## src/rtl/core/tlms_pkg.sv

```systemverilog
// Shared constants, codes and the command type of the text line marquee scroller.
`timescale 1ns / 1ps
`default_nettype none
package tlms_pkg;

	localparam int LINES    = 4;
	localparam int COLUMNS  = 21;
	localparam int MAX_TEXT = 1024;

	localparam int LN_W   = (LINES > 1) ? $clog2(LINES) : 1;
	localparam int POS_W  = $clog2(MAX_TEXT);
	localparam int LEN_W  = $clog2(MAX_TEXT + 1);
	localparam int PTR_W  = $clog2(MAX_TEXT + 2);
	localparam int ADDR_W = $clog2(LINES * MAX_TEXT);
	localparam int CNT_W  = $clog2(COLUMNS);
	localparam int QDEPTH = 4;
	localparam int QA_W   = $clog2(QDEPTH);

	localparam logic [1:0] OP_LOAD  = 2'd0;
	localparam logic [1:0] OP_ERASE = 2'd1;
	localparam logic [1:0] OP_POLL  = 2'd2;

	localparam logic [1:0] K_LOAD   = 2'd0;
	localparam logic [1:0] K_COMMIT = 2'd1;
	localparam logic [1:0] K_ERASE  = 2'd2;
	localparam logic [1:0] K_POLL   = 2'd3;

	localparam logic [1:0] MODE_L2R = 2'd1;
	localparam logic [1:0] MODE_R2L = 2'd2;

	localparam logic        REG_ROLL_IDX = 1'b0;
	localparam logic [15:0] ROLL_RESET   = 16'd500;

	typedef struct packed {
		logic [1:0]      kind;
		logic [LN_W-1:0] line;
		logic [7:0]      text_byte;
		logic            empty_text;
		logic [1:0]      roll_mode;
		logic [31:0]     now_ms;
	} cmd_t;

endpackage
`default_nettype wire

```

## src/rtl/core/tlms_queue.sv

```systemverilog
// Command queue between front end and back end.
`timescale 1ns / 1ps
`default_nettype none
module tlms_queue (
	input  wire logic           clk,
	input  wire logic           arst_n,
	input  wire logic           push,
	input  tlms_pkg::cmd_t      push_data,
	output logic                full,
	output logic                valid,
	output tlms_pkg::cmd_t      head,
	input  wire logic           pop
);

	tlms_pkg::cmd_t                entries_q [tlms_pkg::QDEPTH];
	logic [tlms_pkg::QA_W-1:0]     wr_ptr_q;
	logic [tlms_pkg::QA_W-1:0]     rd_ptr_q;
	logic [tlms_pkg::QA_W:0]       count_q;
	logic                          do_push;
	logic                          do_pop;

	assign full    = (count_q == (tlms_pkg::QA_W + 1)'(tlms_pkg::QDEPTH));
	assign valid   = (count_q != '0);
	assign head    = entries_q[rd_ptr_q];
	assign do_push = push && !full;
	assign do_pop  = pop && valid;

	always_ff @(posedge clk or negedge arst_n) begin
		if (!arst_n) begin
			wr_ptr_q <= '0;
			rd_ptr_q <= '0;
			count_q  <= '0;
		end else begin
			if (do_push) begin
				wr_ptr_q <= wr_ptr_q + 1'b1;
			end
			if (do_pop) begin
				rd_ptr_q <= rd_ptr_q + 1'b1;
			end
			if (do_push && !do_pop) begin
				count_q <= count_q + 1'b1;
			end else if (do_pop && !do_push) begin
				count_q <= count_q - 1'b1;
			end
		end
	end

	always_ff @(posedge clk) begin
		if (do_push) begin
			entries_q[wr_ptr_q] <= push_data;
		end
	end

endmodule
`default_nettype wire

```

## config.mk

```make
export PLATFORM = sky130hd
export DESIGN_NAME = tlms_queue
export DESIGN_NICKNAME = d
export VERILOG_FILES = /design/src/rtl/core/tlms_pkg.sv /design/src/rtl/core/tlms_queue.sv
export SDC_FILE = /design/constraint.sdc
export NUM_CORES = 1
export LEC_CHECK = 0
export BUFFER_PORTS_ARGS = -buffer_cell sky130_fd_sc_hd__buf_2
export CAP_MARGIN = 20
export CORE_ASPECT_RATIO = 1.1
export CORE_MARGIN = 2
export CORE_UTILIZATION = 50
export CTS_CLUSTER_DIAMETER = 50
export DETAILED_ROUTE_END_ITERATION = 16
export MAX_ROUTING_LAYER = met4
export PLACE_DENSITY = 0.71
export SLEW_MARGIN = 0
export SYNTH_ARGS = -nofsm -noshare
export SYNTH_HDL_FRONTEND = slang
export SYNTH_SLANG_ARGS = --single-unit
```

## constraint.sdc

```tcl
create_clock -name clk -period 2.6 [get_ports clk]
set_input_delay 0.13 -clock clk [delete_from_list [all_inputs] [get_ports clk]]
set_output_delay 0.13 -clock clk [all_outputs]
set_load 0.05 [all_outputs]
```

======== Word level (Yosys, flattened, before mapping) ========
Memories as Yosys holds them, arrays and structs flattened.
Index checks and enable logic that the tools add are counted.
word-level totals
  register bits after elaboration ......... 7
  memory bits (writable) .................. 188
  bits of input ports ..................... 51
  output and inout bits ................... 49
  word-level logic and storage cells ...... 22
  memories ................................ 1
memory list
  memory     words  bits a word  rd ports  clocked after Yosys merged registers in  write ports  RTL line          RTL
  entries_q  4      47           1         0                                        1            tlms_queue.sv:15  tlms_pkg::cmd_t entries_q [tlms_pkg::QDEPTH];
cells by class
  add/subtract/negate cells ............... 4
  equality and inequality tests ........... 1
  multiplexer cells ....................... 4
  reduce and logical (&&, ||, !) cells .... 9
operators with widths
  kind                   count
  $mux W3                2
  $add A2 B1 Y2 const B  2
  $logic_and A1 B1 Y1    4
  $add A3 B1 Y3 const B  1
  $eq A3 B3 Y1 const B   1
  $logic_not A1 Y1       3
  $reduce_bool A3 Y1     1
  $sub A3 B1 Y3 const B  1
  $mux W1                2
  $reduce_bool A2 Y1     1

======== Logic depth before layout (Yosys ltp) ========
Gate-level depths: netlist of run 1.
  word-level depth ........................ 7
  gate-level depth with buffers ........... 9
  gate-level depth less buffers ........... 8

======== Worst setup path before layout of run 1 ========
OpenSTA, ideal clock, no wires.
  path type ............................... reg-to-reg
  start point ............................. register count_q[0] in the netlist's numbering
  end point ............................... memory entries_q[0][0] in the netlist's numbering, enable pin
  library setup time ...................... 0.472 ns
  arrival ................................. 2.055 ns
  setup slack ............................. 0.073 ns
  cell stages (with the launch flop) ...... 5
  clock period less this slack ............ 2.527 ns
  path through ............................ dfrtp_1 nor3b_2 nor2b_1 buf_2 and2_1
on the way
  word-level cells in the longest chain between the ends .. 5
ends and longest elaborated chain
  item                           RTL line          RTL
  start, declared                tlms_queue.sv:18  logic [tlms_pkg::QA_W:0] count_q;
  start signal, assigned         tlms_queue.sv:41  count_q <= count_q + 1'b1;
  start signal, assigned         tlms_queue.sv:43  count_q <= count_q - 1'b1;
  $eq A3 B3 Y1                   tlms_queue.sv:22  assign full = (count_q == (tlms_pkg::QA_W + 1)'(tlms_pkg::QDEPTH));
  via full                       tlms_queue.sv:9   output logic full,
  $logic_not A1 Y1               tlms_queue.sv:25  assign do_push = push && !full;
  $logic_and A1 B1 Y1            tlms_queue.sv:25
  via do_push                    tlms_queue.sv:19  logic do_push;
  $mux W1                        tlms_queue.sv:49  if (do_push) begin
  $mux W1 (implied by the code)  tlms_queue.sv:50  entries_q[wr_ptr_q] <= push_data;
  end, declared                  tlms_queue.sv:15
The timed path passes the listed nets, and every way through them passes these cells.

==> impl_metrics.tcl, run 1 <==
set metrics [dict create \
    postSynthAreaPerCell_um2 25.7 \
    setup.worst_path.class "flip-flop to output port" \
    ff2ff_path_depth 8 \
    track_usage_pct 17.1 \
    synth_seq_cells 195 \
    internal_power_uw 7200 \
    clock_power_share_pct 22.9 \
    mostFrequentLayoutCell "sky130_fd_sc_hd__edfxtp_1" \
    reg2reg_setup_slack_ns 0.47 \
    synthArstFlopShare_pct 3.59 \
    ioPinCount 100 \
    dr_total_vias 3384 \
    grt_setup_unrepaired "no" \
    worst_slew_margin_rel_pct 74.6 \
    insertion_delay_ns 0.42 \
    critical_path.max_stage_delay_ns 0.66 \
    static-leakage-power_uw 0.00317 \
    vias_in_the_first_global_route 3548 \
    n_antenna_cell 0 \
    die_y_um 130 \
    drive_above_1_share_pct 40.7 \
    grt_pass1_wl_mm 18.8 \
    wl_per_cell_um 18.5 \
    period_needed_ns 2.33 \
    path_clk_slew_ns 0.06 \
    peak_ir_drop_on_the_vdd_network_mv 0.766 \
    timing_max_transition_violations_final 0 \
    path_max_fanout 25 \
    drt_pre_antenna_iters 6 \
    finish.net_count 501 \
    tritoncts.num_buffers 17 \
    max_clock_freq_mhz 430 \
    cts_max_level 4 \
    design.die.area_mm2 0.0154 \
    max_slew.worst_pin.slew_ns 0.382 \
    path_delay_family "flip-flops" \
    die_x_um 119 \
    crit_path_end_kind "output port" \
    synth_top_flop_cell "sky130_fd_sc_hd__edfxtp_1" \
    fp-row-count 46 \
    syn_inst 281 \
    powerDensity_mw_per_mm2 1260 \
    grt_start_max_net_pins 48 \
    detail_route.vias_per_cell 5.21 \
    combinationalPowerShare_pct 38.6 \
    crit_path_start "rd_ptr_q[0]" \
    residual_antenna_violating_net_count_after_detailed_routing 0 \
    final_core_util_pct 63.7 \
    clock_path_buffers 2 \
    core_region_area_mm2 0.0143 \
    grt_overflow 0 \
    sw_frac_of_total_pct 37.0 \
    drc 0 \
    drv_cap 0 \
    place.detailed.hpwl_mm 6.97 \
    status "finished clean" \
    proportion_of_synthesized_chip_area_in_sequential_cells_pct 80.6 \
    total_power_uw 11400 \
    worst_r2r_startpoint "count_q[0]" \
    synth.yosys.warnings 0 \
    timing_hold_violations_final 0 \
    cts_root_buffer "sky130_fd_sc_hd__clkbuf_16" \
    initial_utilization_pct 50.6 \
    critPathBufInv 2 \
    worstReg2RegEnd "count_q[2]" \
    required_ns 2.47 \
    areaGrowthSynthToFinish_pct 25.9 \
    total_routed_wirelength_mm 12.0 \
    power_frac_seq_pct 38.5 \
    cts_tree "done" \
    layout.cells.most_common_list "sky130_fd_sc_hd__edfxtp_1, sky130_fd_sc_hd__buf_2, sky130_fd_sc_hd__dlygate4sd3_1" \
    path_cells "buf_12 > mux4_2 > buf_2" \
    antenna_found_initial 0 \
    critical_path.startpoint_type "flip-flop" \
    synth.distinct_cells 22 \
    critPathCapture "head[0]" \
    synth_edf_count 188 \
    gp_congestion 0.718 \
    clock_sink_count 195 \
    synth.net_count 338 \
    clock-skew-final_ns 0.00711 \
    port_buffer_cells 99 \
    critical_path_cell_count 3 \
    worstPathArrival_ns 2.20 \
    netlist_area_mm2 0.00722 \
    fin_crit_sh_pct 89.5 \
    initialDrtViolationCount 251 \
    critical-path-slowest-cell "sky130_fd_sc_hd__dfrtp_4" \
    net-switching-power_uw 4240 \
    report.final.setup_viol 0 \
    fin_setup_tns_ns 0 \
    worst_hold_path_type "input pin to async pin" \
]
-- sequential cells by signal, summed over array words and instances, names as in the netlist --
name and flops:
count_q 3, wr_ptr_q 2, entries_q 188, rd_ptr_q 2
-- how the worst min path moves through the flow --
stage,start,slack (ns),depth (start not counted),to
5_1_grt,arst_n,0.07,2,count_q[1]
2_1_floorplan,arst_n,-0.17,0,count_q[0]
3_5_place_dp,arst_n,-0.02,1,count_q[0]
3_3_place_gp,arst_n,-0.03,1,count_q[0]
6_report,arst_n,0.06,2,rd_ptr_q[0]
4_1_cts,arst_n,0.05,2,count_q[0]
-- area by class of cell --
| class | instances | area (um2) |
|---|---|---|
| Sequential cell | 195 | 5830 |
| Tap cell | 192 | 240 |
| Clock inverter | 9 | 155 |
| Timing Repair Buffer | 156 | 1120 |
| Multi-Input combinational cell | 71 | 1290 |
| Clock buffer | 23 | 448 |
| Fill cell | 1035 | 5180 |
| Inverter | 3 | 11.3 |
-- cell families after synthesis --
kind of cell	count (synthesis)	synth area share [%]
adder cells (fa/ha/maj)	6	1.14
XOR/XNOR	6	0.728
buffers and inverters	15	1.56
multiplexers	49	15.1
flip-flops	195	80.6
AND/OR/NAND/NOR	10	0.866
-- what timing repair did --
action | 4_1_cts | 5_1_grt
buffers inserted | 0 | 0
hold endpoints to repair | 196 | 0
hold buffers | 49 | 0
gates resized for setup | 0 | 0
setup endpoints to repair | 0 | 0
-- cells in the mapped netlist (3+ instances only) --
| cell type | instances | area (um2) |
|---|---|---|
| sky130_fd_sc_hd__mux4_2 | 45 | 1010 |
| sky130_fd_sc_hd__buf_4 | 3 | 22.5 |
| sky130_fd_sc_hd__ha_1 | 5 | 62.6 |
| sky130_fd_sc_hd__and2_1 | 4 | 25.0 |
| sky130_fd_sc_hd__buf_2 | 4 | 20.0 |
| sky130_fd_sc_hd__inv_1 | 3 | 11.3 |
| sky130_fd_sc_hd__dfrtp_1 | 7 | 175 |
| sky130_fd_sc_hd__xnor2_1 | 4 | 35.0 |
| sky130_fd_sc_hd__edfxtp_1 | 188 | 5650 |
-- power groups by stage --
stage                     clock [uW]  combinational, uW  sequential (uW)
after floorplan                    0               3560             4360
after global placement             0               4410             4440
after detailed placement           0               4430             4490
after CTS                       2680               4500             4420
after global routing            2790               4660             4480
final                           2620               4420             4400
-- per-stage QoR --
stage                     instances  instance area, um2  hold slack [ns]  setup slack [ns]
after global placement          568                8000          -0.0300             0.571
after floorplan                 281                7220           -0.166            0.0728
final                           649                9090           0.0633             0.272
after detailed placement        568                8000          -0.0222             0.480
after global routing            649                9090           0.0723             0.136
after CTS                       649                9090           0.0539             0.208
-- routing by layer --
metal  GRT usage [%]  vias to the layer above  share of wire [%]
met1            21.4                     1744                 41
met2            27.3                      105                 52
met3            4.46                       17                5.6
met5               -                        -                  0
met4            6.51                        0                1.5
li1                -                     1518                  -
Power figures use the tool's default switching activity.
==> run 2, diff against run 1 <==
Settings changed: REMOVE_ABC_BUFFERS set to 1.
==> impl_metrics.tcl, run 2 (synthesis results as in run 1) <==
set metrics [dict create \
    status "finished clean" \
    dp_worst_setup_slack_ns 0.383 \
    groute.layer.met1.usage_pct 22.2 \
    period_needed_ns 2.29 \
    grt_use_met2_pct 29.6 \
    path_max_fanout 18 \
    fp-row-count 46 \
    reg_top3 "entries_q x188, count_q x3" \
    worst_slack_ns 0.307 \
    mostFrequentLayoutCell "sky130_fd_sc_hd__edfxtp_1" \
    total_routed_wirelength_mm 12.8 \
    detail_route.vias_per_cell 5.21 \
    critical_path_cell_count 3 \
    insertion_delay_ns 0.43 \
    drc 0 \
    path_delay_family "flip-flops" \
    finish.net_count 508 \
    initial_utilization_pct 50.6 \
    register_area_mm2 0.00583 \
    post_cts.repair.setup_buffers 0 \
    critical-path-slowest-cell "sky130_fd_sc_hd__dfrtp_4" \
    required_ns 2.47 \
    cts_tree "done" \
    place.detailed.hpwl_mm 7.98 \
    ioPinCount 100 \
    drive_above_1_share_pct 42.2 \
    path_clk_slew_ns 0.06 \
    timing.hold.ws_ns 0.0869 \
    fin_crit_sh_pct 88.2 \
    residual_antenna_violating_net_count_after_detailed_routing 0 \
    reg2reg_setup_slack_ns 0.37 \
    gp_congestion 0.697 \
    drt_pre_antenna_iters 6 \
    max_flop_register "entries_q" \
    track_usage_pct 18.4 \
    grt_start_max_net_pins 28 \
    n_antenna_cell 0 \
    powerDensity_mw_per_mm2 1260 \
    grt_most_used_layer "met2" \
    worstReg2RegEnd "count_q[2]" \
    multi_input_comb_area_mm2 0.00129 \
    wl_per_cell_um 19.5 \
    fillCellCount 1028 \
    largest_register_ffs 188 \
    cts_max_level 4 \
    clock_path_buffers 2 \
    clock_sink_count 195 \
    use_met3_pct 4.98 \
    core_region_area_mm2 0.0143 \
    vias_in_the_first_global_route 3765 \
    worst_hold_path_type "input pin to async pin" \
    tritoncts.num_buffers 17 \
    grt_overflow 0 \
    path_cells "buf_4 > mux4_1 > buf_2" \
    crit_path_start "rd_ptr_q[0]" \
    worstPathArrival_ns 2.16 \
    max_clock_freq_mhz 436 \
    areaGrowthSynthToFinish_pct 25.8 \
    peak_ir_drop_on_the_vdd_network_mv 0.647 \
    timing_hold_violations_final 0 \
    cts_root_buffer "sky130_fd_sc_hd__clkbuf_16" \
    critPathBufInv 2 \
    die_x_um 119 \
    dr_total_vias 3416 \
    grt_pass1_wl_mm 20.0 \
    critical_path.startpoint_type "flip-flop" \
    ff2ff_path_depth 8 \
    clock-skew-final_ns 0.00414 \
    setup.worst_path.class "flip-flop to output port" \
    static-leakage-power_uw 0.00319 \
    report.final.setup_viol 0 \
    max_slew.worst_pin.slew_ns 0.479 \
    critPathCapture "head[45]" \
    grt_setup_unrepaired "no" \
    drv_cap 0 \
    antenna_found_initial 0 \
    fin_setup_tns_ns 0 \
    critical_path.max_stage_delay_ns 0.66 \
    crit_path_end_kind "output port" \
    die_y_um 130 \
    timing_max_transition_violations_final 0 \
    layout.cells.most_common_list "sky130_fd_sc_hd__edfxtp_1, sky130_fd_sc_hd__buf_2, sky130_fd_sc_hd__dlygate4sd3_1" \
    design.die.area_mm2 0.0154 \
    worst_slew_margin_rel_pct 68.1 \
    worst_r2r_startpoint "count_q[2]" \
    initialDrtViolationCount 234 \
    port_buffer_cells 99 \
]
## run 2: cell count changes in the layout (fill, tap and decap cells not counted), moves of 2 or more
cell                       before  now
sky130_fd_sc_hd__buf_4          2   13
sky130_fd_sc_hd__buf_12         6    2
sky130_fd_sc_hd__clkbuf_1       6    3
sky130_fd_sc_hd__inv_6          0    2
## run 2: routing by layer
metal	vias to the layer above	part of all wire (%)	wire, um
met5	-	0	0
met4	0	2.3	293
met3	23	4.0	517
met2	84	52	6610
met1	1777	42	5370
li1	1532	-	-
## run 2: through the flow
stage               total power [uW]  std cells  utilization [%]  area (um2)
floorplan                       7780        269                -        7120
global placement                8840        575             56.1        8000
detailed placement              8930        575             56.1        8000
CTS                            11600        656             63.6        9080
global route                   11900        656             63.6        9080
finish                         11400        656             63.6        9080
## run 2: power breakdown
part	leakage (uW)	total, uW	switching, uW	internal [uW]
clock	0.000290	2600	1080	1520
combinational	0.00110	4370	2950	1430
sequential	0.00180	4470	304	4160
total	0.00319	11400	4330	7110
## run 2: how the worst min path moves through the flow
stage | endpoint | slack, ns | cells past startpoint | startpoint
2_1_floorplan | count_q[0] | -0.17 | 0 | arst_n
3_3_place_gp | rd_ptr_q[0] | -0.03 | 1 | arst_n
3_5_place_dp | count_q[0] | -0.03 | 1 | arst_n
4_1_cts | count_q[0] | 0.05 | 2 | arst_n
5_1_grt | count_q[2] | 0.09 | 2 | arst_n
6_report | count_q[0] | 0.09 | 2 | arst_n
## run 2: layout make-up
type | count | share of cell area, %
Clock buffer | 20 | 4.81
Clock inverter | 12 | 1.72
Inverter | 3 | 0.124
Multi-Input combinational cell | 71 | 14.2
Sequential cell | 195 | 64.1
Tap cell | 192 | 2.64
Timing Repair Buffer | 163 | 12.4
## run 2: what timing repair did
action	4_1_cts	5_1_grt
setup endpoints to repair	0	0
resized for setup	0	0
hold endpoints to repair	197	0
hold buffers	49	0
## run 2: worst register-to-register path: stages (launching register included)
cell and delay, ns:
sky130_fd_sc_hd__dfrtp_1 0.40, sky130_fd_sc_hd__nor3b_2 0.18, sky130_fd_sc_hd__nor2b_1 0.40, sky130_fd_sc_hd__ha_1 0.28, sky130_fd_sc_hd__inv_1 0.07, sky130_fd_sc_hd__fa_1 0.38
sky130_fd_sc_hd__xor2_1 0.15, sky130_fd_sc_hd__nor2_1 0.11, sky130_fd_sc_hd__xor2_1 0.17
