### config.mk
export PLATFORM = sky130hd
export DESIGN_NAME = tlms_front
export DESIGN_NICKNAME = d
export VERILOG_FILES = /design/src/rtl/core/tlms_pkg.sv /design/src/rtl/core/tlms_front.sv
export SDC_FILE = /design/constraint.sdc
export NUM_CORES = 1
export LEC_CHECK = 0
export BUFFER_PORTS_ARGS = -buffer_cell sky130_fd_sc_hd__buf_2
export CAP_MARGIN = 25
export CORE_ASPECT_RATIO = 0.7
export CORE_MARGIN = 1
export CORE_UTILIZATION = 30
export CTS_CLUSTER_SIZE = 8
export DETAILED_ROUTE_END_ITERATION = 8
export PLACE_DENSITY = 0.61
export SYNTH_ARGS = -nofsm -noshare
export SYNTH_HDL_FRONTEND = slang
export SYNTH_SLANG_ARGS = --single-unit
### constraint.sdc
create_clock -name clk -period 4.4 [get_ports clk]
set_clock_uncertainty 0.2 [all_clocks]
set_input_delay 0.44 -clock clk [delete_from_list [all_inputs] [get_ports clk]]
set_output_delay 0.44 -clock clk [all_outputs]
set_load 0.03 [all_outputs]
### src/rtl/core/tlms_pkg.sv
// Shared constants, codes and the command type of the text line marquee scroller.
`timescale 1ns / 1ps
`default_nettype none
package tlms_pkg;

	localparam int LINES    = 4;
	localparam int COLUMNS  = 21;
	localparam int MAX_TEXT = 1024;

	localparam int LN_W   = (LINES > 1) ? $clog2(LINES) : 1;
	localparam int POS_W  = $clog2(MAX_TEXT);
	localparam int LEN_W  = $clog2(MAX_TEXT + 1);
	localparam int PTR_W  = $clog2(MAX_TEXT + 2);
	localparam int ADDR_W = $clog2(LINES * MAX_TEXT);
	localparam int CNT_W  = $clog2(COLUMNS);
	localparam int QDEPTH = 4;
	localparam int QA_W   = $clog2(QDEPTH);

	localparam logic [1:0] OP_LOAD  = 2'd0;
	localparam logic [1:0] OP_ERASE = 2'd1;
	localparam logic [1:0] OP_POLL  = 2'd2;

	localparam logic [1:0] K_LOAD   = 2'd0;
	localparam logic [1:0] K_COMMIT = 2'd1;
	localparam logic [1:0] K_ERASE  = 2'd2;
	localparam logic [1:0] K_POLL   = 2'd3;

	localparam logic [1:0] MODE_L2R = 2'd1;
	localparam logic [1:0] MODE_R2L = 2'd2;

	localparam logic        REG_ROLL_IDX = 1'b0;
	localparam logic [15:0] ROLL_RESET   = 16'd500;

	typedef struct packed {
		logic [1:0]      kind;
		logic [LN_W-1:0] line;
		logic [7:0]      text_byte;
		logic            empty_text;
		logic [1:0]      roll_mode;
		logic [31:0]     now_ms;
	} cmd_t;

endpackage
`default_nettype wire

### src/rtl/core/tlms_front.sv
// Front end: takes items, drops the ignored ones and classifies the rest into commands.
`timescale 1ns / 1ps
`default_nettype none
module tlms_front (
	input  wire logic          clk,
	input  wire logic          arst_n,
	input  wire logic          start,
	output logic               busy,
	input  wire logic [1:0]    op,
	input  wire logic [1:0]    line,
	input  wire logic [7:0]    text_byte,
	input  wire logic          text_last,
	input  wire logic          empty_text,
	input  wire logic [1:0]    roll_mode,
	input  wire logic [31:0]   now_ms,
	input  wire logic          q_full,
	output logic               q_push,
	output tlms_pkg::cmd_t     q_data
);

	logic           v_s1;
	tlms_pkg::cmd_t cmd_s1;
	logic           keep;
	tlms_pkg::cmd_t cmd_nx;

	always_comb begin
		keep = (32'(line) < tlms_pkg::LINES);
		cmd_nx.line       = tlms_pkg::LN_W'(line);
		cmd_nx.text_byte  = text_byte;
		cmd_nx.empty_text = empty_text;
		cmd_nx.roll_mode  = roll_mode;
		cmd_nx.now_ms     = now_ms;
		unique case (op)
			tlms_pkg::OP_LOAD:  cmd_nx.kind = text_last ? tlms_pkg::K_COMMIT : tlms_pkg::K_LOAD;
			tlms_pkg::OP_ERASE: cmd_nx.kind = tlms_pkg::K_ERASE;
			tlms_pkg::OP_POLL:  cmd_nx.kind = tlms_pkg::K_POLL;
			default: begin
				cmd_nx.kind = tlms_pkg::K_LOAD;
				keep = 1'b0;
			end
		endcase
	end

	assign busy   = v_s1 && q_full;
	assign q_push = v_s1 && !q_full;
	assign q_data = cmd_s1;

	always_ff @(posedge clk or negedge arst_n) begin
		if (!arst_n) begin
			v_s1 <= 1'b0;
		end else if (!busy) begin
			v_s1 <= start && keep;
		end
	end

	always_ff @(posedge clk) begin
		if (!busy && start) begin
			cmd_s1 <= cmd_nx;
		end
	end

endmodule
`default_nettype wire

# Word-level counts from Yosys, hierarchy flattened
# Cells that the tools add are included.
[totals]
in_bits = 52
ff_bits = 48
[classes]
n_eq_ne = 2
reduce_logical = 8
n_mux = 3
[op_table]
columns = ["cell", "n"]
rows = [
  ["$pmux 2 s3", 1],
  ["$logic_and 1x1->1", 4],
  ["$reduce_or 3->1", 1],
  ["$eq 2x1->1 const B", 1],
  ["$eq 2x2->1 const B", 1],
  ["$logic_not 1->1", 2],
  ["$logic_not 2->1", 1],
  ["$mux 1", 2],
]

# Logic depth before layout (Yosys ltp)
# Gate-level depths: netlist of the first run.
[logic_depth]
depth_word = 4
depth_mapped = 4

# Worst setup path after synthesis of the first run
# OpenSTA, ideal clock, no wires.
[synth_path]
kind = "input-to-reg"
start = "input port q_full"
end = "register cmd_s1 (netlist bit q_data[0]) (enable)"
stages = 2
path_buffers = 0
path_slack_ns = 1.012
arrival_ns = 2.730
cell_sequence = "and2_4 nor2b_1"
[synth_via]
elab_chain_len = 3
[synth_lines]
columns = ["item", "line", "source"]
rows = [
  ["start, declared", "tlms_front.sv:16", "input wire logic q_full,"],
  ["$logic_and 1x1->1", "tlms_front.sv:44", "assign busy = v_s1 && q_full;"],
  ["$logic_not 1->1", "tlms_front.sv:57", "if (!busy && start) begin"],
  ["$logic_and 1x1->1", "tlms_front.sv:57", ""],
  ["end signal, assigned", "tlms_front.sv:58", "cmd_s1 <= cmd_nx;"],
  ["end, declared", "tlms_front.sv:22", "tlms_pkg::cmd_t cmd_s1;"],
]
# Every way passes these cells.
# A chain may end at the register's enable or synchronous reset.

# Worst setup path in the final report of the first run
[layout_path]
start = "register v_s1"
end = "register cmd_s1 (netlist bit q_data[36]) (enable)"
[layout_via]
elab_chain_len = 3
[layout_lines]
columns = ["item", "line", "source"]
rows = [
  ["start, declared", "tlms_front.sv:21", "logic v_s1;"],
  ["start signal, assigned", "tlms_front.sv:52", "v_s1 <= start && keep;"],
  ["$logic_and 1x1->1", "tlms_front.sv:44", ""],
  ["$logic_not 1->1", "tlms_front.sv:57", ""],
  ["$logic_and 1x1->1", "tlms_front.sv:57", ""],
]
# Every way passes these cells.

==> metrics.txt, run 1 <==
status=finished clean; Reg clk slew, reported paths=approximately 90 ps; Design Area, Final=2270 um^2; met1 usage=approximately 11%; first-pass GRT wire length=between 4 and 5 mm; Detailed Place HPWL=about 2.2 mm; max-cap violations=0; number of flops mapped to enable cells by yosys=47; final WL=2.96 mm; TNS Setup=0 ps; Final #Nets=~220; critical path startpoint=v_s1$_DFFE_PN0N_; First-pass DRT Iterations=4; r2r endpoint=q_data[36]$_DFFE_PP_; Worst Tran Pin Value=between 400 and 500 ps; dpl cells=between 200 and 250; internal cell power=approximately 0.8 mW; synth warn=0; worst r2r src=v_s1$_DFFE_PN0N_; worst path bufs/invs=1; Net Sw Frac=roughly 22%; WL/cell=12.5 um; antenna violations before repair=0; Worst setup SP type=register; n_diodes=0; period utilization=39.6%; drt drc=0; root buffer cell=clkbuf_8; Boundary Pins=about 100; Rows=21; Synth Flop Type=edfxtp_1; Global Route met2 Usage=between 10% and 20%; worst hold path class=in2reg; Hold Buf Count CTS=1; Post-Layout Cell Count=between 200 and 250; worst vdd ir=roughly 130 uV; share of post-route cells with drive strength above 1=roughly 65%; Slew headroom=67.6%; I/O Buffers=100; Clock Power Share=approximately a third; PwrDens=about 450 nW/um^2; effective utilization at floorplan=about a third; largest net degree at the start of global routing=33; slowest stage delay, CP=410 ps; post-synthesis instance area=around 1500 um^2; die height=slightly above 60 um; H-tree levels=2; met3 Use GR=around 6.2%; critical path endpoint category=register; Placed Area=2130 um^2; global-route congestion overflow total=0; Placer Congestion=around 0.65; post-cts resize count=0; cell accounting for the most synthesized area=edfxtp_1; ys async rst share=between 2 and 2.5%; Req. time, crit path=around 4200 ps; sequential-to-total area share from yosys stat=a little over nine tenths; largest delay contributor family on the critical path=simple AND/OR/NAND/NOR gates; via/cell ratio=between 4 and 5; # fillers=435; endpoints failing hold=0; core area=between 4000 and 5000 um^2; # clock sinks=48; syn_nets=about 110; syn_area_per_cell=around 26 um^2; Syn Inst Count=59; hold endpoint=q_data[9]$_DFFE_PP_; Synth area leaders=edfxtp_1 93%, dfrtp_1 1.7%, ha_1 1.7%, nor2b_1 0.83%, inv_1 0.74%; most common cell in the netlist=edfxtp_1; Clock Path Buffers=2; crit-path max FO=32; RSZ-0062 raised after global routing=false; vias in the first global route=between 900 and 1000; Die W=between 80 and 90 um; Reg power frac=52.7%; Final Critical Period=between 1500 and 2000 ps; Hold Startpoint=now_ms[9]; total CTS buffers=5; DR iter-0 viols=19; Psw=~0.23 mW; DR vias=about 960; fmax=between 500 and 600 MHz; Slew Viols, Final=0; setup bufs post-CTS=0; r2r setup slk=2660 ps; Final setup viols=0; Routed Antenna Nets=0; combinational power share=12.1%; synth-to-layout area growth=49.8%; leakage=0.987 nW; register bit total from synthesis=48; critical-path cell list=and2_4 > nor2b_4 > buf_12; top post-synthesis cells by count=47 x edfxtp_1, 3 x inv_1, 2 x ha_1, 2 x nor2b_1; post-synth cell types=9; CTS tree=built; CP Class=reg2reg; Die ar.=~5300 um^2; Min-Delay Path Depth=1; Slowest cell on crit path=nor2b_4; R2R cell count=3; GRT Overall Usage=between 10% and 20%; Yosys top cell area share=just over 90%; gr busiest metal=met2; worst skew pair latency=between 200 and 300 ps; Crit path arrival time=between 1500 and 2000 ps
==> flip-flops by register name, indices dropped and copies added (netlist names) <==
register / count
q_data: 47
v_s1: 1
==> per-layer routing <==
metal / vias to the layer above / part of all wire, %
met5: - / 0
met4: 0 / 0.91
met3: 6 / 13
met2: 60 / 47
met1: 450 / 39
li1: 443 / -
==> kinds of logic after synthesis <==
kind of cell,after synthesis,share of synthesized area (%)
flip-flops,48,94.9
AO/OA/AOI/OAI,2,0.826
adder cells (fa/ha/maj),2,1.65
buffers and inverters,3,0.744
AND/OR/NAND/NOR,4,1.90
==> cell type report <==
type                            count  area (um^2)  share of cell area (%)
Timing Repair Buffer              102          531                    23.4
Tap cell                           69         86.3                    3.81
Inverter                            3         11.3                   0.497
Clock buffer                        5         68.8                    3.04
Clock inverter                      2         60.1                    2.65
Multi-Input combinational cell      8         73.8                    3.26
Sequential cell                    48         1440                    63.4
==> worst max-delay path by stage <==
stage | endpoint | depth (start not counted) | slack, ps
after global placement | q_data[5]$_DFFE_PP_ | 3 | 2200
after global routing | q_data[36]$_DFFE_PP_ | 3 | 2560
final | q_data[36]$_DFFE_PP_ | 3 | 2660
after floorplan | q_data[0]$_DFFE_PP_ | 2 | 1010
after detailed placement | q_data[12]$_DFFE_PP_ | 4 | 2480
after CTS | q_data[19]$_DFFE_PP_ | 3 | 2630
==> layout by cell type, fill, tap and decap left out, drive strengths merged <==
master	count
a21o	1
o21ai	1
clkbuf	5
ha	2
dlygate4sd3	1
dfrtp	1
inv	3
edfxtp	47
nor2b	2
bufinv	2
nand3b	1
and2	1
buf	101
==> per-stage QoR <==
stage	hold WS (ps)	utilization (%)	setup WS, ps	total power [mW]
2_1_floorplan	-55.6	-	1010	0.624
3_3_place_gp	14.2	43.8	2200	0.671
3_5_place_dp	22.6	44.3	2480	0.677
4_1_cts	102	47.2	2630	1.04
5_1_grt	100	47.2	2560	1.06
6_report	114	47.2	2660	1.03
==> power groups by stage <==
stage	clock, mW	sequential, mW	combinational, mW
6_report	0.361	0.541	0.124
2_1_floorplan	0	0.608	0.0160
4_1_cts	0.373	0.541	0.126
5_1_grt	0.388	0.544	0.133
3_5_place_dp	0	0.552	0.125
3_3_place_gp	0	0.552	0.120
==> worst register-to-register path, cell delays in order (launching register included) <==
cell and delay (ps):
dfrtp_1 380, and2_4 170, nor2b_4 410, buf_12 260
(Power assumes the default switching activity.)
==> inputs of run 2 (changes only) <==
--- a/config.mk
+++ b/config.mk
@@ -12,7 +12,7 @@
 export CORE_UTILIZATION = 30
 export CTS_CLUSTER_SIZE = 8
 export DETAILED_ROUTE_END_ITERATION = 8
-export PLACE_DENSITY = 0.61
+export PLACE_DENSITY = 0.63
 export SYNTH_ARGS = -nofsm -noshare
 export SYNTH_HDL_FRONTEND = slang
 export SYNTH_SLANG_ARGS = --single-unit
==> constraint.sdc (replaced) <==
create_clock -name clk -period 1.4 [get_ports clk]
set_clock_uncertainty 0.2 [all_clocks]
set_input_delay 0.14 -clock clk [delete_from_list [all_inputs] [get_ports clk]]
set_output_delay 0.14 -clock clk [all_outputs]
set_load 0.03 [all_outputs]
==> run 2 against run 1 <==
  * The flow now finishes with violations (negative setup slack)
  * First-iteration DRC count fell by 5.3%
  * Utilization grew 13 points
  * Design area is 27% higher
  * Clock power rose to 2.8 times the previous value
  * Die area did not move
  * Sequential cell count did not move
  * Critical endpoint is now q_data[14]$_DFFE_PP_
  * Wire length increased by 32%
==> metrics.txt, run 2 (synthesis results as in run 1) <==
drt drc=0 (unchanged); DR top layer=met4 (unchanged); Die ar.=5340 um^2 (unchanged); GRT Overall Usage=14.3% (was 10.7%); Placer Congestion=0.669 (was 0.655); core area=4810 um^2 (unchanged); Boundary Pins=101 (unchanged); # clock sinks=48 (unchanged); Seq. cell area=1440 um^2 (unchanged); Worst setup SP type=register (unchanged); fmax=693 MHz (was 574 MHz); DR vias=1189 (was 959); status=finished, violations left (was finished clean); CTS tree=built (unchanged); share of post-route cells with drive strength above 1=52.7% (was 65.5%); Slew headroom=88.8% (was 67.6%); root buffer cell=clkbuf_8 (unchanged); worst skew pair latency=290 ps (about the same); effective utilization at floorplan=31.5% (unchanged); First-pass DRT Iterations=2 (was 4); leakage=1.25 nW (was 0.987 nW); PwrDens=1140 nW/um^2 (was 453 nW/um^2); Die W=86.9 um (unchanged); worst vdd ir=528 uV (was 130 uV); worst hold path class=in2reg (unchanged); I/O Buffers=100 (unchanged); multi-input combinational cell area=73.8 um^2 (unchanged); commonest cells after routing, fill and taps aside=100 x buf_2, 50 x dlygate4sd3_1, 47 x edfxtp_1, 5 x clkbuf_8 (was 100 x buf_2, 47 x edfxtp_1, 5 x clkbuf_8, 3 x inv_1); post-cts resize count=0 (unchanged); die height=61.4 um (unchanged); Worst Tran Pin Value=169 ps (was 485 ps); Rows=21 (unchanged); max FFs per register=47 (unchanged); Final Critical Period=1440 ps (was 1740 ps); WL/cell=13.2 um (was 12.5 um); global-route congestion overflow total=0 (unchanged); n_diodes=0 (unchanged); r2r setup slk=-40 ps (was 2660 ps); Metal-1 WL=1.50 mm (was 1.14 mm); most common cell after layout, fill and taps aside=buf_2 (unchanged); final WL=3.90 mm (was 2.96 mm); Final setup viols=45 (was 0); CP Class=reg2reg (unchanged); Clock Path Buffers=2 (unchanged); H-tree levels=2 (unchanged); antenna violations before repair=0 (unchanged); # fillers=361 (was 435); synth-to-layout area growth=89.5% (was 49.8%); DR iter-0 viols=18 (was 19); endpoints failing hold=0 (unchanged); met2 WL=2.02 mm (was 1.40 mm); via/cell ratio=4.03 (was 4.05); Hold Slack=62.9 ps (was 114 ps); Routed Antenna Nets=0 (unchanged); Crit path arrival time=1260 ps (was 1540 ps); slack of the critical path=-42.8 ps (was 2660 ps); WL met3=305 um (was 391 um); critical path endpoint category=register (unchanged); largest net degree at the start of global routing=29 (was 33); period utilization=103% (was 39.6%); Reg clk slew, reported paths=90 ps (about the same); Slew Viols, Final=0 (unchanged); Core Util, Final=59.7% (was 47.2%); failing checks=negative setup slack; vias in the first global route=1152 (was 912); Placed Area=2160 um^2 (was 2130 um^2); first-pass GRT wire length=5.33 mm (was 4.03 mm); Final #Nets=279 (was 222); max-cap violations=0 (unchanged); Req. time, crit path=1210 ps (was 4200 ps); crit-path max FO=14 (was 32); total CTS buffers=5 (unchanged); RSZ-0062 raised after global routing=true (was false); Design Area, Final=2870 um^2 (was 2270 um^2)
run 2: changes by cell type in the layout (fill, tap and decap cells not counted):
| cell | previous run | this run |
|---|---|---|
| buf_12 | 1 | 3 |
| bufinv_16 | 2 | 1 |
| buf_6 | 0 | 1 |
| clkbuf_16 | 0 | 2 |
| dlygate4sd3_1 | 1 | 50 |
| clkinv_4 | 0 | 2 |
| buf_4 | 0 | 3 |
run 2: layout make-up:
class                           count  share of cell area [%]
Clock buffer                        5                    2.40
Clock inverter                      3                    1.66
Inverter                            3                   0.392
Multi-Input combinational cell      8                    2.57
Sequential cell                    48                    50.1
Tap cell                           69                    3.01
Timing Repair Buffer              159                    39.9
run 2: worst paths after layout:
path,to,startpoint,cells past startpoint
hold reg to reg,v_s1$_DFFE_PN0N_,v_s1$_DFFE_PN0N_,4
hold / removal,q_data[46]$_DFFE_PP_,op[1],3
setup / recovery,q_data[14]$_DFFE_PP_,v_s1$_DFFE_PN0N_,4
max in group asynchronous,v_s1$_DFFE_PN0N_,arst_n,3
setup reg to reg,q_data[14]$_DFFE_PP_,v_s1$_DFFE_PN0N_,4
min in group asynchronous,v_s1$_DFFE_PN0N_,arst_n,3
run 2: timing repair:
action                     4_1_cts  5_1_grt
hold buffers                    50        0
hold endpoints to repair        48        0
pin swaps                        0        0
setup endpoints to repair       28       45
buffers inserted                 0        3
cloned                           0        3
run 2: worst max-delay path: stages (launching register included):
cell	delay, ps
dfrtp_1	380
and2_4	150
nor2b_4	130
buf_12	150
buf_12	150
run 2: where the power goes:
group / switching [mW] / leakage [nW] / internal, mW
combinational: 0.301 / 0.729 / 0.260
sequential: 0.0219 / 0.462 / 1.68
clock: 0.457 / 0.0583 / 0.538
total: 0.780 / 1.25 / 2.48
run 2: metrics by stage:
stage | instances | power, mW | worst slack (ps) | TNS [ps]
floorplan | 59 | 1.96 | -468 | -22000
global placement | 231 | 2.13 | 2.80 | 0
detailed placement | 231 | 2.14 | -14.1 | -378
CTS | 289 | 3.26 | -24.8 | -633
global route | 295 | 3.39 | -78.7 | -2880
finish | 295 | 3.26 | -42.8 | -1380
run 2: per-layer routing:
metal / vias to the layer above / global-route usage [%]
met5: - / 0
met4: 0 / 8.10
met3: 8 / 5.23
met2: 63 / 26.2
met1: 561 / 14.7
li1: 557 / -
==> inputs of run 3 (changes only) <==
--- a/config.mk
+++ b/config.mk
@@ -13,6 +13,7 @@
 export CTS_CLUSTER_SIZE = 8
 export DETAILED_ROUTE_END_ITERATION = 8
 export PLACE_DENSITY = 0.63
+export SETUP_SLACK_MARGIN = 0.05
 export SYNTH_ARGS = -nofsm -noshare
 export SYNTH_HDL_FRONTEND = slang
 export SYNTH_SLANG_ARGS = --single-unit
==> run 3 against run 2 <==
  * The flow still finishes with violations (negative setup slack)
  * Count of clock-buffer cells in the layout did not move
  * Fmax fell by 0.82%
  * Final cell count rose by 0.34%
  * Sequential power barely moved
  * First-iteration DRC count rose by 110%
  * Clock power barely moved
  * Design area rose by 0.48%
  * Sequential share of layout area fell by 0.24 points
==> metrics.txt, run 3 (synthesis results as in run 1) <==
slack of the critical path=-54.7 ps (was -42.8 ps); Boundary Pins=101 (unchanged); r2r setup slk=-50 ps (was -40 ps); DR vias=1190 (was 1189); H-tree levels=2 (unchanged); Die ar.=5340 um^2 (unchanged); Slew headroom=88.8% (unchanged); hold endpoint=q_data[45]$_DFFE_PP_ (was q_data[46]$_DFFE_PP_); Most common cell on crit path=buf_12 (unchanged); Min-Delay Path Depth=3 (unchanged); total CTS buffers=5 (unchanged); Net Sw Frac=23.9% (about the same); Placer Congestion=0.669 (unchanged); pre-CTS setup slack=-14.1 ps (unchanged); worst r2r src=v_s1$_DFFE_PN0N_ (unchanged); fmax=687 MHz (was 693 MHz); endpoints failing hold=0 (unchanged); # fillers=357 (was 361); largest net degree at the start of global routing=29 (unchanged); I/O Buffers=100 (unchanged); GRT Overall Usage=14.0% (was 14.3%); slowest stage delay, CP=390 ps (was 380 ps); Rows=21 (unchanged); antenna violations before repair=0 (unchanged); Psw=0.780 mW (about the same); Worst setup SP type=register (unchanged); Crit path arrival time=1270 ps (was 1260 ps); Req. time, crit path=1220 ps (was 1210 ps); via/cell ratio=4.02 (was 4.03); Clock Path Buffers=2 (unchanged); Core Util, Final=60.0% (was 59.7%); synth-to-layout area growth=90.4% (was 89.5%); DR iter-0 viols=37 (was 18); worst hold path class=in2reg (unchanged); First-pass DRT Iterations=2 (unchanged); Slowest cell on crit path=dfrtp_1 (unchanged); vias in the first global route=1140 (was 1152); status=finished, violations left (unchanged); core area=4810 um^2 (unchanged); Final setup viols=47 (was 45); PwrDens=1130 nW/um^2 (was 1140 nW/um^2); max-cap violations=0 (unchanged); Post-Layout Cell Count=296 (was 295); Clock Power Share=30.5% (about the same); root buffer cell=clkbuf_8 (unchanged); max FFs per register=47 (unchanged); period utilization=104% (was 103%); r2r endpoint=q_data[14]$_DFFE_PP_ (unchanged); Hold Startpoint=op[1] (unchanged); Worst Tran Pin Value=169 ps (unchanged); most common cell after layout, fill and taps aside=buf_2 (unchanged); RSZ-0062 raised after global routing=true (unchanged); crit-path max FO=14 (unchanged); R2R cell count=4 (unchanged); combinational power share=17.3% (was 17.2%); Routed Antenna Nets=0 (unchanged); Die W=86.9 um (unchanged); leakage=1.26 nW (was 1.25 nW); n_diodes=0 (unchanged); critical-path cell list=and2_4 > nor2b_4 > buf_12 > buf_12 (unchanged); CTS tree=built (unchanged); worst skew pair latency=290 ps (about the same); dpl cells=231 (unchanged); Pwr Total=3.26 mW (about the same); failing checks=negative setup slack (unchanged); Final #Nets=280 (was 279); Slew Viols, Final=0 (unchanged); share of post-route cells with drive strength above 1=53.3% (was 52.7%); worst vdd ir=528 uV (about the same); internal cell power=2.48 mW (about the same); CP Class=reg2reg (unchanged); critical path endpoint category=register (unchanged); first-pass GRT wire length=5.24 mm (was 5.33 mm); Final Critical Period=1450 ps (was 1440 ps); # clock sinks=48 (unchanged); die height=61.4 um (unchanged); Reg clk slew, reported paths=90 ps (about the same); global-route congestion overflow total=0 (unchanged); final WL=3.92 mm (was 3.90 mm); WL/cell=13.2 um (about the same); drt drc=0 (unchanged); Hold Slack=45.9 ps (was 62.9 ps); effective utilization at floorplan=31.5% (unchanged); Reg power frac=52.2% (was 52.3%); commonest cells after routing, fill and taps aside=99 x buf_2, 50 x dlygate4sd3_1, 47 x edfxtp_1, 5 x clkbuf_8, 5 x buf_4 (was 100 x buf_2, 50 x dlygate4sd3_1, 47 x edfxtp_1, 5 x clkbuf_8)
-- run 3: cell count changes in the layout (fill, tap and decap cells not counted) --
cell / previous run / this run
o21ai_1: 1 / 0
buf_2: 100 / 99
buf_4: 3 / 5
o21ai_2: 0 / 1
-- run 3: per-stage QoR --
step	setup TNS [ps]	instance area [um^2]
3_5_place_dp	-378	2160
5_1_grt	-2870	2880
6_report	-1970	2880
3_3_place_gp	0	2160
2_1_floorplan	-22000	1520
4_1_cts	-633	2770
-- run 3: critical path: cells and delay by family (launching register included) --
family	cells	cell delay (ps)
flops	1	390
simple gates	2	290
buf+inv	2	290
-- run 3: how the worst max path moves through the flow --
stage / from / endpoint / depth (start not counted)
floorplan: v_s1$_DFFE_PN0N_ / q_data[0]$_DFFE_PP_ / 2
global placement: v_s1$_DFFE_PN0N_ / q_data[41]$_DFFE_PP_ / 3
detailed placement: v_s1$_DFFE_PN0N_ / q_data[6]$_DFFE_PP_ / 3
CTS: v_s1$_DFFE_PN0N_ / q_data[6]$_DFFE_PP_ / 3
global route: v_s1$_DFFE_PN0N_ / q_data[36]$_DFFE_PP_ / 4
finish: v_s1$_DFFE_PN0N_ / q_data[14]$_DFFE_PP_ / 4
-- run 3: final cells by class --
type	instances	area [um^2]	share of cell area [%]
Clock inverter	3	47.5	1.65
Timing Repair Buffer	160	1150	40.1
Clock buffer	5	68.8	2.39
Sequential cell	48	1440	49.8
Inverter	3	11.3	0.391
Tap cell	69	86.3	2.99
Multi-Input combinational cell	8	77.6	2.69
-- run 3: layer usage --
metal	share of wire, %	vias to the layer above	wire (um)	global-route usage (%)
li1	-	561	-	-
met1	38	565	1490	14.4
met2	53	60	2080	26.1
met3	7.7	4	302	5.23
met4	1.1	0	43	6.67
met5	0	-	0	0
-- run 3: power groups by stage --
stage | sequential (mW) | combinational (mW) | clock (mW)
2_1_floorplan | 1.91 | 0.0536 | 0
3_3_place_gp | 1.73 | 0.398 | 0
3_5_place_dp | 1.74 | 0.407 | 0
4_1_cts | 1.70 | 0.516 | 1.04
5_1_grt | 1.71 | 0.599 | 1.08
6_report | 1.70 | 0.564 | 0.994
-- run 3: timing repair --
item / 4_1_cts / 5_1_grt
setup buffers: 0 / 4
endpoints found under the setup margin: 46 / 50
resized for setup: 0 / 3
endpoints found under the hold margin: 48 / 0
pin swaps: 0 / 0
cloned: 0 / 3
hold buffers: 50 / 0
